==> src/rtl/uvs_pkg.sv <==
// uvs_pkg: types, widths and constants shared by the UV sphere vertex generator.
// Holds the arctangent table of the CORDIC cells and the item and result structs.
// No dependencies.
`default_nettype none

package uvs_pkg;

   // restoring divider: 41-bit dividend word, remainder below twice the level
   localparam int DIV_W = 41;
   localparam int REM_W = 9;
   localparam int LVL_W = 8;
   localparam int IDX_W = 10;

   // CORDIC datapath widths and sine/cosine width (Q2.30)
   localparam int CX_W = 34;
   localparam int CZ_W = 32;
   localparam int CS_W = 32;
   localparam int NV_W = 33;
   localparam int AUX_W = 17;
   localparam int ATAN_N = 24;

   localparam logic signed [CX_W-1:0] CORDIC_GAIN = 34'sd652032874;

   localparam logic [31:0] ATAN_TURNS [0:ATAN_N-1] = '{
      32'd536870912, 32'd316933406, 32'd167458907, 32'd85004756, 32'd42667331,
      32'd21354465, 32'd10679838, 32'd5340245, 32'd2670163, 32'd1335087,
      32'd667544, 32'd333772, 32'd166886, 32'd83443, 32'd41722, 32'd20861,
      32'd10430, 32'd5215, 32'd2608, 32'd1304, 32'd652, 32'd326, 32'd163, 32'd81
   };

   // register indexes of the configuration port
   localparam logic [1:0] REG_RADIUS = 2'd0;
   localparam logic [1:0] REG_LEVEL  = 2'd1;

   // operations issued per item, one per cycle
   localparam logic [1:0] OP_LAT_LO = 2'd0;
   localparam logic [1:0] OP_LAT_HI = 2'd1;
   localparam logic [1:0] OP_LON    = 2'd2;

   localparam logic [1:0] SLOT_LAST = 2'd3;

   typedef struct packed {
      logic [7:0] band_index;
      logic [8:0] meridian_index;
   } req_type;

   typedef struct packed {
      logic [1:0]         vertex_slot;
      logic signed [23:0] pos_x;
      logic signed [23:0] pos_y;
      logic signed [23:0] pos_z;
      logic signed [15:0] norm_x;
      logic signed [15:0] norm_y;
      logic signed [15:0] norm_z;
      logic [16:0]        tex_u;
      logic [16:0]        tex_v;
      logic               last;
      logic               bad_index;
   } rsp_type;

   typedef struct packed {
      logic             valid;
      logic             bad;
      logic [1:0]       op;
      logic [AUX_W-1:0] aux;
   } op_tag_type;

   typedef struct packed {
      logic [REM_W-1:0] rem;
      logic [DIV_W-1:0] word;
   } div_lane_type;

   typedef struct packed {
      logic signed [CX_W-1:0] x;
      logic signed [CX_W-1:0] y;
      logic signed [CZ_W-1:0] z;
      logic [1:0]             quad;
   } rot_type;

   typedef struct packed {
      logic                   valid;
      logic                   bad;
      logic                   last;
      logic [1:0]             slot;
      logic signed [CS_W-1:0] clat;
      logic signed [NV_W-1:0] slat;
      logic signed [CS_W-1:0] clon;
      logic signed [CS_W-1:0] slon;
      logic [AUX_W-1:0]       tex_u;
      logic [AUX_W-1:0]       tex_v;
   } vtx_op_type;

endpackage

`default_nettype wire

==> src/rtl/uvs_cordic_cell.sv <==
// uvs_cordic_cell: one rotation-mode CORDIC step with a fixed shift and arctangent.
// Angles are turns in Q0.32; x and y are Q4.30 with floor shifts.
// Depends on uvs_pkg.
`default_nettype none

module uvs_cordic_cell
   import uvs_pkg::*;
#(
   parameter int STEP = 0
) (
   input  wire logic       clock,
   input  wire logic       reset,
   input  wire op_tag_type up_tag,
   input  wire rot_type    up_rot,
   output op_tag_type      dn_tag,
   output rot_type         dn_rot
);

   localparam logic signed [CZ_W-1:0] ANGLE = signed'(ATAN_TURNS[STEP]);

   op_tag_type             tag_ff;
   rot_type                rot_ff, rot_in;
   logic signed [CX_W-1:0] x_cur, y_cur, dx, dy;

   // rotate towards zero residual angle
   always_comb begin
      x_cur = up_rot.x;
      y_cur = up_rot.y;
      dx = y_cur >>> STEP;
      dy = x_cur >>> STEP;
      rot_in.quad = up_rot.quad;
      if (!up_rot.z[CZ_W-1]) begin
         rot_in.x = x_cur - dx;
         rot_in.y = y_cur + dy;
         rot_in.z = up_rot.z - ANGLE;
      end else begin
         rot_in.x = x_cur + dx;
         rot_in.y = y_cur - dy;
         rot_in.z = up_rot.z + ANGLE;
      end
   end

   // hold the step result for the next cell
   always_ff @(posedge clock) begin
      if (reset) begin
         tag_ff.valid <= 1'b0;
      end else begin
         tag_ff <= up_tag;
      end
      rot_ff <= rot_in;
   end

   assign dn_tag = tag_ff;
   assign dn_rot = rot_ff;

endmodule

`default_nettype wire

==> config.mk <==
export PLATFORM = sky130hd
export DESIGN_NAME = uvs_cordic_cell
export DESIGN_NICKNAME = d
export VERILOG_FILES = /design/src/rtl/uvs_pkg.sv /design/src/rtl/uvs_cordic_cell.sv
export SDC_FILE = /design/constraint.sdc
export NUM_CORES = 1
export LEC_CHECK = 0
export ABC_AREA = 1
export BUFFER_PORTS_ARGS = -buffer_cell sky130_fd_sc_hd__buf_4
export CORE_ASPECT_RATIO = 0.9
export CORE_MARGIN = 3
export CORE_UTILIZATION = 40
export DETAILED_ROUTE_END_ITERATION = 7
export HOLD_SLACK_MARGIN = 0.03
export PLACE_DENSITY = 0.62
export REMOVE_ABC_BUFFERS = 1
export SYNTH_ARGS = -nofsm -noshare
export SYNTH_HDL_FRONTEND = slang
export SYNTH_SLANG_ARGS = --single-unit
==> constraint.sdc <==
create_clock -name clock -period 4.4 [get_ports clock]
set_clock_uncertainty 0.05 [all_clocks]
set_input_delay 0.88 -clock clock [delete_from_list [all_inputs] [get_ports clock]]
set_output_delay 0.88 -clock clock [all_outputs]
set_load 0.01 [all_outputs]
==> flow_summary.toml, run 1 <==
[timing]
max_freq_mhz = 352
final.period_utilization = 0.646
tightest_slew_ns = 1.15
setup-violations-final = 0
fin_crit_ns = 2.84
slew_violations = 0
relSlewSlack = 0.231
grt_setup_unrepaired = "no"
fin_hold_ws_ns = 0.494
hold_viol = 0
setup_tns_ns = 0

[grt]
grt_pass1_wl_um = 59100
grt.overflow.total = 0
antenna_found_initial = 0
grt_pass1_vias = 10800
grt_start_max_net_pins = 55
grt.total_usage = 0.275

[detailed_routing]
drt_iter0_markers = 794
vias = 11100
viasPerCell = 5.08
firstDrtPassIters = 6
drc = 0
ant_nets = 0
wl_per_cell_um = 17.7
drt-total-wl_um = 38700

[floorplan]
ios = 248
die_width_um = 175
core.rowCount = 54
initial_core_util = 0.415
core_area_um2 = 24700
die_y_um = 158
die-area_um2 = 27600

[synth]
synth_top_family_by_area = "simple AND/OR/NAND/NOR gates"
synth_xor_area_frac = 0.0213
synth_warnings = 0
synth_cell_types = 43
synthSimpleGateAreaFrac = 0.333
avgSynthCellArea_um2 = 6.35
synth_top_flop_cell = "dfxtp_1"
synth_compound_area_frac = 0.132
syn_area_um2 = 10300
synthArstFlopShare = 0
synthCells = 1615
synth_edf_count = 20
ys_seq_area_frac = 0.258
yosys.area_share.adder = 0.129
synth-seq-cells = 122
synthMuxAreaShare = 0

[critical_path]
required_ns = 4.68
worstPathMaxFanout = 11
cp-startpoint = "up_rot[41]"
critPathKind = "in2reg"
worstPathArrival_ns = 3.12
endpoint_kind = "flop"
start_kind = "input pin"

[cells_and_area]
final_cell_mix = "nand2_1 (460), inv_1 (265), buf_4 (250)"
stdcell_area_um2 = 12800
diodes = 0
synthToLayoutAreaGrowth_pct = 25.2
finalNonFillerCells = 2189
nFillCells = 2575
drive_gt1_frac = 0.181
layout_commonest_cell = "nand2_1"
final_nets = 2068

[cts]
cts_buffer_depth = 2
cts_max_level = 4
cts.sinks = 122
postCtsHoldBufs = 0
cts_tree = "yes"
cts_post_setup_buffers_inserted = 0
cts_resized = 0
clk_pin_slew_ns = 0.07
clock-root-buffer = "clkbuf_16"
cts_buffers = 17

[hold_path]
worstHoldStart = "up_rot[26]"
min_path_type = "in2reg"
whs_path_depth = 1

[placed_design]
placed_cell_area_um2 = 12300
dp.final_hpwl_um = 32300
place_congestion = 1.03
dp_cells = 2157
portBuffers = 247

[status]
outcome = "finished, final reports clean"

[power]
finalPower_mw = 4.28
max-vdd-ir-drop_v = 0.000195
total_leakage_power_nw = 6.91
power_density_nw_per_um2 = 333

[flow_run]
cap_violations = 0
==> cells in the mapped netlist, drive strengths merged, types with 16 or more instances <==
cell type / n / area [µm²]
o21ai: 96 / 495
buf: 37 / 264
nand2: 474 / 1810
edfxtp: 20 / 601
o21bai: 16 / 120
inv: 272 / 1020
a21oi: 118 / 613
nand3: 154 / 776
dfxtp: 102 / 2040
nor2: 133 / 542
ha: 99 / 1240
xor2: 25 / 219
==> critical path: stages <==
cell and delay, ns:
buf_4 0.10, inv_1 0.04, ha_1 0.59, nand2_1 0.30
o21ai_0 0.50, a21oi_1 0.16, o21ai_2 0.15, nand2_1 0.13
nand2_1 0.09, nand2_1 0.05, nand3_1 0.08, nand2_1 0.05
==> report_power, final <==
| part | internal (mW) | switching (mW) | leakage [nW] |
|---|---|---|---|
| logic | 0.562 | 0.944 | 5.58 |
| registers | 1.28 | 0.0442 | 1.06 |
| clock network | 0.800 | 0.645 | 0.281 |
==> stage by stage <==
stage / util / worst slack, ns
2_1_floorplan: - / 1.86
6_report: 0.519 / 1.56
3_3_place_gp: 0.496 / 1.14
3_5_place_dp: 0.496 / 1.22
4_1_cts: 0.519 / 1.66
5_1_grt: 0.519 / 1.37
==> cell type report <==
| cell class | count | area, µm² | share of cell area |
|---|---|---|---|
| Clock buffer | 17 | 425 | 0.0331 |
| Multi-Input combinational cell | 1177 | 6300 | 0.491 |
| Sequential cell | 122 | 2640 | 0.206 |
| Inverter | 272 | 1020 | 0.0795 |
| Tap cell | 336 | 420 | 0.0327 |
| Timing Repair Buffer | 250 | 1880 | 0.146 |
| Clock inverter | 15 | 154 | 0.0120 |
==> path summary, 6_finish.rpt <==
| check | endpoint | slack [ns] |
|---|---|---|
| worst min-delay path | dn_rot[26] | 0.49 |
| worst max-delay path | dn_rot[63] | 1.56 |
==> metal layers <==
layer	GRT usage	vias up	wire length, µm
li1	-	5546	-
met1	0.388	5094	18400
met2	0.452	440	17100
met3	0.0417	30	2770
met4	0.0524	0	425
met5	0	-	0
==> flip-flops by register name, summed over array words and instances, names as in the netlist <==
name	flops
dn_tag	21
dn_rot	101
==> logic make-up after synthesis <==
logic type,count (synthesis)
buf+inv,316
compound gates,247
xor+xnor,25
fa+ha+maj,103
simple gates,802
flops,122
Note: power is estimated with default switching activity, not from simulation.
==> inputs of run 2 (changes only) <==
==> constraint.sdc (replaced) <==
create_clock -name clock -period 2.89 [get_ports clock]
set_clock_uncertainty 0.05 [all_clocks]
set_input_delay 0.578 -clock clock [delete_from_list [all_inputs] [get_ports clock]]
set_output_delay 0.578 -clock clock [all_outputs]
set_load 0.01 [all_outputs]
==> flow_summary.toml, run 2 (synthesis gave the netlist of run 1 again) <==
[timing]
relSlewSlack = 0.518
max_freq_mhz = 407
tightest_slew_ns = 0.722
final.period_utilization = 0.851
hold_viol = 0
setup-violations-final = 0
slew_violations = 0
setup_tns_ns = 0
fin_crit_ns = 2.46
grt_setup_unrepaired = "no"

[cells_and_area]
finalNonFillerCells = 2218
final_nets = 2097
register_area_um2 = 2640
multi_input_area_um2 = 6300
nFillCells = 2603
largest_register_ffs = 101
final_cell_mix = "nand2_1 (460), buf_4 (279), inv_1 (265)"
synthToLayoutAreaGrowth_pct = 27.6
final_core_util = 0.529
diodes = 0
drive_gt1_frac = 0.193
layout_commonest_cell = "nand2_1"

[cts]
cts_tree = "yes"
clock-root-buffer = "clkbuf_16"
cts_buffers = 17
cts.sinks = 122
cts_buffer_depth = 2
cts_max_level = 4
postCtsHoldBufs = 0
cts_post_setup_buffers_inserted = 0
clk_pin_slew_ns = 0.07
cts_resized = 0

[floorplan]
die_width_um = 175
die-area_um2 = 27600
core.rowCount = 54
initial_core_util = 0.415
core_area_um2 = 24700
die_y_um = 158
ios = 248

[critical_path]
critPathMostFrequentCell = "nand2_1"
crit_chain = "buf_4, inv_1, ha_1, fa_1, o21ai_1, nand2_1, nand2_1, nand2_1, nand2_1, nand2_1, nand2_1, nand2_1, nand3_1, nand2_1"
cpLargestDelayFamily = "simple AND/OR/NAND/NOR gates"
worstPathArrival_ns = 2.74
worstPathMaxFanout = 4
cpMaxStageDelayCell = "fa_1"
endpoint_kind = "flop"
critPathMaxStageDelay_ns = 0.53
start_kind = "input pin"
required_ns = 3.17
path_buf_inv = 2
critPathKind = "in2reg"

[hold_path]
whs_path_depth = 1
worstHoldStart = "up_rot[2]"
min_path_type = "in2reg"
hold_end = "dn_rot[2]"

[detailed_routing]
wl_per_cell_um = 17.3
firstDrtPassIters = 5
drt-total-wl_um = 38500
vias = 11100
ant_nets = 0
drt_iter0_markers = 815
viasPerCell = 5.01
drc = 0

[grt]
grt.overflow.total = 0
grt.total_usage = 0.273
antenna_found_initial = 0
grt_start_max_net_pins = 42
grt_pass1_wl_um = 58100
grt_pass1_vias = 10500

[power]
total_leakage_power_nw = 7.06
max-vdd-ir-drop_v = 0.000357
power_density_nw_per_um2 = 505

[placed_design]
place_congestion = 0.960
dp.final_hpwl_um = 32800
dp_cells = 2186
portBuffers = 247

[flow_run]
cap_violations = 0

[status]
outcome = "finished, final reports clean"
## run 2: cell count changes in the layout (fill, tap and decap cells not counted)
cell	previous run	this run
clkbuf_16	17	20
inv_8	3	0
inv_6	5	3
clkbuf_1	0	2
buf_4	250	279
## run 2: metrics by stage
step | instance area, µm² | setup slack, ns | hold WS, ns | total power [mW]
global placement | 12500 | -0.0292 | 0.633 | 4.37
floorplan | 9970 | 0.651 | 0.556 | 3.31
global route | 13100 | 0.329 | 0.179 | 6.96
detailed placement | 12500 | 0.0486 | 0.634 | 4.37
CTS | 13100 | 0.501 | 0.185 | 6.62
finish | 13100 | 0.431 | 0.204 | 6.61
## run 2: where the power goes
group | internal, mW | switching (mW) | leakage, nW
clock network | 1.35 | 0.890 | 0.293
logic | 0.899 | 1.44 | 5.71
registers | 1.95 | 0.0744 | 1.06
## run 2: layout make-up
type | instances | area share
clock buffer | 22 | 0.0388
clock inverter | 10 | 0.00784
inverter | 272 | 0.0780
multi-input combinational | 1177 | 0.481
sequential | 122 | 0.202
tap | 336 | 0.0321
timing repair buffer | 279 | 0.160
## run 2: how the worst max path moves through the flow
| stage | startpoint | endpoint | slack [ns] | cells after the start |
|---|---|---|---|---|
| final | up_rot[34] | dn_rot[66] | 0.43 | 14 |
| after global routing | up_rot[38] | dn_rot[63] | 0.33 | 13 |
| after CTS | up_rot[34] | dn_rot[66] | 0.50 | 14 |
| after detailed placement | up_rot[34] | dn_rot[58] | 0.05 | 14 |
| after global placement | up_rot[34] | dn_rot[66] | -0.03 | 14 |
| after floorplan | up_rot[42] | dn_rot[85] | 0.65 | 11 |
## run 2: metal layers
metal  wire, µm  global-route usage  vias to the layer above
met2      16900               0.439                      432
met5          0                   0                        -
met4        570              0.0646                        0
met3       2890              0.0489                       37
met1      18100               0.381                     5038
li1           -                   -                     5611
