<file path="config.mk">
export PLATFORM = sky130hd
export DESIGN_NAME = uvs_div_cell
export DESIGN_NICKNAME = d
export VERILOG_FILES = /design/src/rtl/uvs_pkg.sv /design/src/rtl/uvs_div_cell.sv
export SDC_FILE = /design/constraint.sdc
export NUM_CORES = 1
export LEC_CHECK = 0
export ABC_AREA = 0
export ABC_CLOCK_PERIOD_IN_PS = 3600
export BUFFER_PORTS_ARGS = -buffer_cell sky130_fd_sc_hd__buf_2
export CORE_ASPECT_RATIO = 1.1
export CORE_MARGIN = 2
export CORE_UTILIZATION = 30
export CTS_CLUSTER_SIZE = 28
export DETAILED_ROUTE_END_ITERATION = 6
export PLACE_DENSITY = 0.59
export SYNTH_ARGS = -nofsm -noshare
export SYNTH_HDL_FRONTEND = slang
export SYNTH_SLANG_ARGS = --single-unit
</file>
<file path="constraint.sdc">
create_clock -name clock -period 3.6 [get_ports clock]
set_clock_uncertainty 0.15 [all_clocks]
set_input_delay 0.36 -clock clock [delete_from_list [all_inputs] [get_ports clock]]
set_output_delay 0.36 -clock clock [all_outputs]
set_load 0.005 [all_outputs]
</file>
<file path="src/rtl/uvs_pkg.sv">
// uvs_pkg: types, widths and constants shared by the UV sphere vertex generator.
// Holds the arctangent table of the CORDIC cells and the item and result structs.
// No dependencies.
`default_nettype none

package uvs_pkg;

   // restoring divider: 41-bit dividend word, remainder below twice the level
   localparam int DIV_W = 41;
   localparam int REM_W = 9;
   localparam int LVL_W = 8;
   localparam int IDX_W = 10;

   // CORDIC datapath widths and sine/cosine width (Q2.30)
   localparam int CX_W = 34;
   localparam int CZ_W = 32;
   localparam int CS_W = 32;
   localparam int NV_W = 33;
   localparam int AUX_W = 17;
   localparam int ATAN_N = 24;

   localparam logic signed [CX_W-1:0] CORDIC_GAIN = 34'sd652032874;

   localparam logic [31:0] ATAN_TURNS [0:ATAN_N-1] = '{
      32'd536870912, 32'd316933406, 32'd167458907, 32'd85004756, 32'd42667331,
      32'd21354465, 32'd10679838, 32'd5340245, 32'd2670163, 32'd1335087,
      32'd667544, 32'd333772, 32'd166886, 32'd83443, 32'd41722, 32'd20861,
      32'd10430, 32'd5215, 32'd2608, 32'd1304, 32'd652, 32'd326, 32'd163, 32'd81
   };

   // register indexes of the configuration port
   localparam logic [1:0] REG_RADIUS = 2'd0;
   localparam logic [1:0] REG_LEVEL  = 2'd1;

   // operations issued per item, one per cycle
   localparam logic [1:0] OP_LAT_LO = 2'd0;
   localparam logic [1:0] OP_LAT_HI = 2'd1;
   localparam logic [1:0] OP_LON    = 2'd2;

   localparam logic [1:0] SLOT_LAST = 2'd3;

   typedef struct packed {
      logic [7:0] band_index;
      logic [8:0] meridian_index;
   } req_type;

   typedef struct packed {
      logic [1:0]         vertex_slot;
      logic signed [23:0] pos_x;
      logic signed [23:0] pos_y;
      logic signed [23:0] pos_z;
      logic signed [15:0] norm_x;
      logic signed [15:0] norm_y;
      logic signed [15:0] norm_z;
      logic [16:0]        tex_u;
      logic [16:0]        tex_v;
      logic               last;
      logic               bad_index;
   } rsp_type;

   typedef struct packed {
      logic             valid;
      logic             bad;
      logic [1:0]       op;
      logic [AUX_W-1:0] aux;
   } op_tag_type;

   typedef struct packed {
      logic [REM_W-1:0] rem;
      logic [DIV_W-1:0] word;
   } div_lane_type;

   typedef struct packed {
      logic signed [CX_W-1:0] x;
      logic signed [CX_W-1:0] y;
      logic signed [CZ_W-1:0] z;
      logic [1:0]             quad;
   } rot_type;

   typedef struct packed {
      logic                   valid;
      logic                   bad;
      logic                   last;
      logic [1:0]             slot;
      logic signed [CS_W-1:0] clat;
      logic signed [NV_W-1:0] slat;
      logic signed [CS_W-1:0] clon;
      logic signed [CS_W-1:0] slon;
      logic [AUX_W-1:0]       tex_u;
      logic [AUX_W-1:0]       tex_v;
   } vtx_op_type;

endpackage

`default_nettype wire

</file>
<file path="src/rtl/uvs_div_cell.sv">
// uvs_div_cell: one step of a two-lane restoring divider, one quotient bit per lane.
// The word shifts left each step and takes the quotient bit in at the bottom.
// Depends on uvs_pkg.
`default_nettype none

module uvs_div_cell
   import uvs_pkg::*;
(
   input  wire logic             clock,
   input  wire logic             reset,
   input  wire logic [REM_W-1:0] divisor,
   input  wire op_tag_type       up_tag,
   input  wire div_lane_type     up_a,
   input  wire div_lane_type     up_b,
   output op_tag_type            dn_tag,
   output div_lane_type          dn_a,
   output div_lane_type          dn_b
);

   function automatic div_lane_type div_step(div_lane_type l, logic [REM_W-1:0] d);
      logic [REM_W:0] t;
      logic           q;
      div_lane_type   r;
      t = {l.rem, l.word[DIV_W-1]};
      q = (t >= {1'b0, d});
      r.rem = q ? REM_W'(t - {1'b0, d}) : t[REM_W-1:0];
      r.word = {l.word[DIV_W-2:0], q};
      return r;
   endfunction

   op_tag_type   tag_ff;
   div_lane_type lane_a_ff, lane_a_in;
   div_lane_type lane_b_ff, lane_b_in;

   // take one bit of the dividend on each lane
   always_comb begin
      lane_a_in = div_step(up_a, divisor);
      lane_b_in = div_step(up_b, divisor);
   end

   // hold the step result for the next cell
   always_ff @(posedge clock) begin
      if (reset) begin
         tag_ff.valid <= 1'b0;
      end else begin
         tag_ff <= up_tag;
      end
      lane_a_ff <= lane_a_in;
      lane_b_ff <= lane_b_in;
   end

   assign dn_tag = tag_ff;
   assign dn_a   = lane_a_ff;
   assign dn_b   = lane_b_ff;

endmodule

`default_nettype wire

</file>
==> results of run 1 <==
## power breakdown
group | switching [µW] | internal [µW]
combinational | 218 | 295
sequential | 29.0 | 1490
clock | 587 | 1210
total | 834 | 2990
## stage by stage
step                total power (µW)  setup WS [ns]  cells
floorplan                       1750           1.22    264
global placement                1970          0.720    668
detailed placement              1970          0.652    668
CTS                             3870           1.09    801
global route                    3990          0.954    803
finish                          3830           1.10    805
## placed cells by master (no fill, tap or decap), types with 3 or more instances in the layout
| cell | n |
|---|---|
| nor2_1 | 14 |
| nand2_1 | 4 |
| clkbuf_16 | 19 |
| diode_2 | 4 |
| inv_1 | 17 |
| ha_1 | 18 |
| dlygate4sd3_1 | 101 |
| and3_1 | 3 |
| a211oi_1 | 5 |
| xor2_1 | 5 |
| o21ai_0 | 4 |
| edfxtp_1 | 20 |
| mux2_4 | 8 |
| xnor2_1 | 5 |
| a21o_1 | 5 |
| a21oi_1 | 15 |
| nand2b_1 | 5 |
| bufinv_16 | 3 |
| dfxtp_1 | 101 |
| buf_2 | 252 |
## kinds of logic (layout without fill, tap and decap cells)
logic type,after synthesis,count (layout),synth area share [%]
flip-flops,121,121,70.3
AO/OA/AOI/OAI,47,47,9.12
AND/OR/NAND/NOR,36,36,4.90
adder cells (fa/ha/maj),20,20,7.11
buffers and inverters,19,402,2.15
multiplexers,11,11,4.09
XOR/XNOR,10,10,2.35
other,0,4,0
## path summary, 6_finish.rpt
| kind | to | slack (ns) | depth (start not counted) | from |
|---|---|---|---|---|
| worst max-delay path | dn_b[48] | 1.10 | 10 | up_b[40] |
| worst min-delay path | dn_tag[20] | 0.03 | 2 | up_tag[20] |
## state kept, by name, indices dropped and copies added (netlist names)
name	flops
dn_b	50
dn_a	50
dn_tag	21
## routing by layer
metal | track usage (%) | share of wire (%) | up-vias
met1 | 16.9 | 35 | 1528
met2 | 33.0 | 52 | 172
met5 | 0 | 0.13 | -
met3 | 8.65 | 10 | 22
met4 | 7.19 | 1.8 | 2
li1 | - | - | 1684
## layout make-up
class,instances,area [µm²],share of cell area (%)
Sequential cell,121,2620,38.4
Timing Repair Buffer,353,2270,33.3
Multi-Input combinational cell,124,1030,15.1
Clock buffer,23,510,7.47
Tap cell,154,193,2.82
Clock inverter,9,133,1.94
Inverter,17,63.8,0.934
Antenna cell,4,10.0,0.146
## repair_timing
action                     CTS  global route
hold buffers               101             0
setup endpoints to repair    0             0
hold endpoints to repair   101             0
==> results.json, run 1 <==
{
  "start_kind": "input pin",
  "gr-total-overflow": 0,
  "setup_tns_ns": 0,
  "syn2layout_area_growth_pct": 83.1,
  "critical_path_class": "in -> reg",
  "yosysWarnings": 0,
  "drc": 0,
  "first_iter_violations": 79,
  "crit_top_cell": "inv_1",
  "relSlewSlack_pct": 49.5,
  "synth.yosys.seq_area_share_pct": 70.3,
  "postSynthAreaPerCell_um2": 14.1,
  "synthesis.nets": 416,
  "netlist_instances": 264,
  "initial_utilization_pct": 30.9,
  "gr-usage-all-layers_pct": 18.0,
  "tightest_slew_ns": 0.756,
  "hold_viol_final": 0,
  "critPathTopFamily": "compound AO/OA/AOI/OAI gates",
  "core-area_um2": 12100,
  "portBuffers": 252,
  "power.density_nw_per_um2": 560,
  "antenna_left": 0,
  "place_hpwl_mm": 8.68,
  "synth_area_um2": 3730,
  "crit_buf_inv": 3,
  "placed_area_um2": 5170,
  "max-clock-path-buffers": 2,
  "cp_cell_sequence": "buf_2 -> inv_1 -> ha_1 -> inv_1 -> fa_1 -> a211oi_2 -> o21ai_2 -> a31oi_1 -> o31a_1 -> mux2_4",
  "clkTransAtPathRegs_ns": 0.05,
  "hold_ws_ns": 0.0269,
  "cts_num_sinks": 121,
  "chipWidth_um": 110,
  "synth-edff-count": 20,
  "yosys-top-cells-count": "101 x dfxtp_1, 20 x edfxtp_1, 18 x ha_1",
  "cts_made_buffers": 17,
  "grt_pass1_wl_mm": 17.6,
  "p_leak_uw": 0.00330,
  "setup_viol": 0,
  "cts_root_buf": "clkbuf_16",
  "postLayoutCoreUtil_pct": 56.5,
  "endpoint_kind": "flip-flop",
  "postLayoutCellArea_um2": 6830,
  "status": "completed",
  "synthTopCellsByArea": "dfxtp_1 54%, edfxtp_1 16%, ha_1 6.0%",
  "cp_slowest_stage_delay_ns": 0.55,
  "grt_max_degree": 21,
  "fmax_mhz": 401,
  "io_pins": 253,
  "slew_viol_final": 0,
  "routedWlPerCell_um": 15.2,
  "cp_slowest_cell": "o31a_1",
  "min_period_ns": 2.50,
  "synth_top_area_cell": "dfxtp_1",
  "ys_ff_latch": 121,
  "ys.flop_type": "dfxtp_1",
  "drive_above_1_share_pct": 46.2,
  "cts_resized": 0,
  "synth_most_common_cell": "dfxtp_1",
  "via_count": 3408,
  "antenna_found_initial": 5,
  "min_path_type": "in -> reg",
  "fp.dieH_um": 121,
  "path_max_fanout": 10,
  "ctsHtreeMaxLevel": 4,
  "nets": 786,
  "grt_pass1_vias": 3634,
  "timing.final.crit_share_pct": 69.3,
  "cts_tree": "done",
  "ys_types": 45,
  "avgViaCountPerCell": 4.23,
  "crit_arrival_ns": 2.63,
  "maxCapViolCount": 0,
  "row_count": 42,
  "routabilityCongestion": 0.815,
  "drt-total-wl_mm": 12.2,
  "ir_drop_v": 0.000339,
  "critPathRequiredTime_ns": 3.74,
  "rsz0062_at_grt": "no",
  "synth_top_area_share_pct": 54.2,
  "async_flop_share_pct": 0,
  "die_area_um2": 13300,
  "postCtsSetupRepairBufs": 0,
  "fill_cells": 1029,
  "drt-pass1-iter-count": 4
}
Power figures use the tool's default switching activity.
==> run 2: changes to the inputs <==
--- a/config.mk
+++ b/config.mk
@@ -6,14 +6,14 @@
 export NUM_CORES = 1
 export LEC_CHECK = 0
 export ABC_AREA = 0
-export ABC_CLOCK_PERIOD_IN_PS = 3600
+export ABC_CLOCK_PERIOD_IN_PS = 2100
 export BUFFER_PORTS_ARGS = -buffer_cell sky130_fd_sc_hd__buf_2
 export CORE_ASPECT_RATIO = 1.1
 export CORE_MARGIN = 2
 export CORE_UTILIZATION = 30
 export CTS_CLUSTER_SIZE = 28
 export DETAILED_ROUTE_END_ITERATION = 6
-export PLACE_DENSITY = 0.59
+export PLACE_DENSITY = 0.61
 export SYNTH_ARGS = -nofsm -noshare
 export SYNTH_HDL_FRONTEND = slang
 export SYNTH_SLANG_ARGS = --single-unit
==> constraint.sdc (replaced) <==
create_clock -name clock -period 2.1 [get_ports clock]
set_clock_uncertainty 0.15 [all_clocks]
set_input_delay 0.21 -clock clock [delete_from_list [all_inputs] [get_ports clock]]
set_output_delay 0.21 -clock clock [all_outputs]
set_load 0.005 [all_outputs]
==> run 2 against run 1 <==
Effect of this change: utilization grew 4.2 points; die area is the same; critical path depth shrank 2; non-clock buffer count grew 56; combinational power grew 98%; design area grew 7.5%; global-route usage grew 2.0 points; sequential power grew 71%; total power grew 74%; highest routed layer is now met4; sequential cell count is the same; critical endpoint is now dn_b[47].
==> results.json, run 2 (same netlist as run 1, synthesis figures left out) <==
{
  "status": "completed",
  "holdPathStages": 3,
  "dp_slack_ns": -0.313,
  "io_pins": 253,
  "portBuffers": 252,
  "gr-usage-all-layers_pct": 20.0,
  "placed_area_um2": 5490,
  "syn2layout_area_growth_pct": 96.8,
  "routedWlPerCell_um": 15.4,
  "hp-start": "up_a[41]",
  "antenna_left": 0,
  "cts_made_buffers": 17,
  "start_kind": "input pin",
  "drive_above_1_share_pct": 48.6,
  "cts_root_buf": "clkbuf_16",
  "setup_viol": 0,
  "ir_drop_v": 0.000600,
  "grt_pass1_vias": 4057,
  "fp.dieH_um": 121,
  "drt-pass1-iter-count": 4,
  "seqCellArea_um2": 2620,
  "fill_cells": 944,
  "critical_path_class": "in -> reg",
  "setup_ws_ns": 0.0894,
  "min_path_type": "in -> reg",
  "die_area_um2": 13300,
  "drt-total-wl_mm": 13.2,
  "relSlewSlack_pct": 67.7,
  "maxCapViolCount": 0,
  "hold_viol_final": 0,
  "timing.final.crit_share_pct": 95.7,
  "avgViaCountPerCell": 4.32,
  "postLayoutCellArea_um2": 7340,
  "grt_pass1_wl_mm": 19.6,
  "final_cell_mix": "252 x buf_2, 119 x dlygate4sd3_1, 101 x dfxtp_1",
  "endpoint_kind": "flip-flop",
  "path_max_fanout": 3,
  "use_met2_pct": 37.6,
  "multi_input_area_um2": 1070,
  "final_common_cell": "buf_2",
  "power.density_nw_per_um2": 908,
  "critPathRequiredTime_ns": 2.24,
  "cts_tree": "done",
  "via_count": 3710,
  "clkTransAtPathRegs_ns": 0.06,
  "tightest_slew_ns": 0.482,
  "grt-busiest-layer": "met2",
  "cts_num_sinks": 121,
  "rsz0062_at_grt": "no",
  "drc": 0,
  "core-area_um2": 12100,
  "ctsHtreeMaxLevel": 4,
  "gr-total-overflow": 0,
  "max-clock-path-buffers": 2,
  "nets": 842,
  "routabilityCongestion": 0.863,
  "fmax_mhz": 497,
  "place_hpwl_mm": 8.77,
  "grt_max_degree": 17,
  "initial_utilization_pct": 30.9,
  "chipWidth_um": 110,
  "holdPathEnd": "dn_a[42]",
  "grt_use_met3_pct": 7.30,
  "antenna_found_initial": 2,
  "slew_viol_final": 0,
  "p_leak_uw": 0.00356,
  "first_iter_violations": 95,
  "use_met1_pct": 18.4,
  "row_count": 42,
  "min_period_ns": 2.01,
  "crit_arrival_ns": 2.15
}
run 2: layout make-up:
type,instances,area share [%]
timing repair buffer,409,37.5
clock inverter,14,2.68
sequential,121,35.7
inverter,17,1.04
multi-input combinational,124,14.6
antenna,2,0.0682
clock buffer,18,5.85
tap,154,2.62
run 2: per-layer routing:
layer / vias up / part of all wire, %
li1: 1790 / -
met4: 0 / 3.1
met5: - / 0
met2: 168 / 54
met1: 1722 / 34
met3: 30 / 8.3
run 2: repair_timing:
| item | 4_1_cts | 5_1_grt |
|---|---|---|
| hold buffers | 119 | 0 |
| resized for setup | 0 | 5 |
| endpoints found under the setup margin | 0 | 8 |
| buffers inserted | 0 | 0 |
| endpoints found under the hold margin | 117 | 0 |
run 2: worst max path at each step:
stage                         from       end  slack (ns)
final                     up_b[46]  dn_b[47]        0.09
after global routing      up_a[40]  dn_a[47]       0.001
after CTS                 up_b[46]  dn_b[49]        0.04
after detailed placement  up_b[40]  dn_b[49]       -0.31
after global placement    up_b[40]  dn_b[49]       -0.25
after floorplan           up_b[40]  dn_b[42]       -0.02
run 2: report_power, final:
| part | internal, µW | leakage, µW | switching [µW] |
|---|---|---|---|
| logic | 611 | 0.00222 | 412 |
| registers | 2550 | 0.00105 | 51.0 |
| clock network | 1990 | 0.000300 | 1050 |
| total | 5160 | 0.00356 | 1510 |
run 2: through the flow:
step	instances	utilization [%]	power, µW	hold slack (ns)	setup TNS [ns]
final	859	60.7	6660	0.0372	0
after global placement	706	45.5	3460	0.162	-3.30
after global routing	858	60.7	6990	0.0227	0
after CTS	857	60.5	6690	0.00702	0
after detailed placement	706	45.5	3470	0.164	-4.48
after floorplan	264	-	3000	0.0877	-0.180
run 2: critical path, cell delays in order:
cell,delay (ns)
dlygate4sd3_1,0.53
buf_2,0.14
ha_4,0.16
a21o_1,0.19
a211oi_2,0.23
o31a_1,0.23
buf_4,0.16
mux2_4,0.29
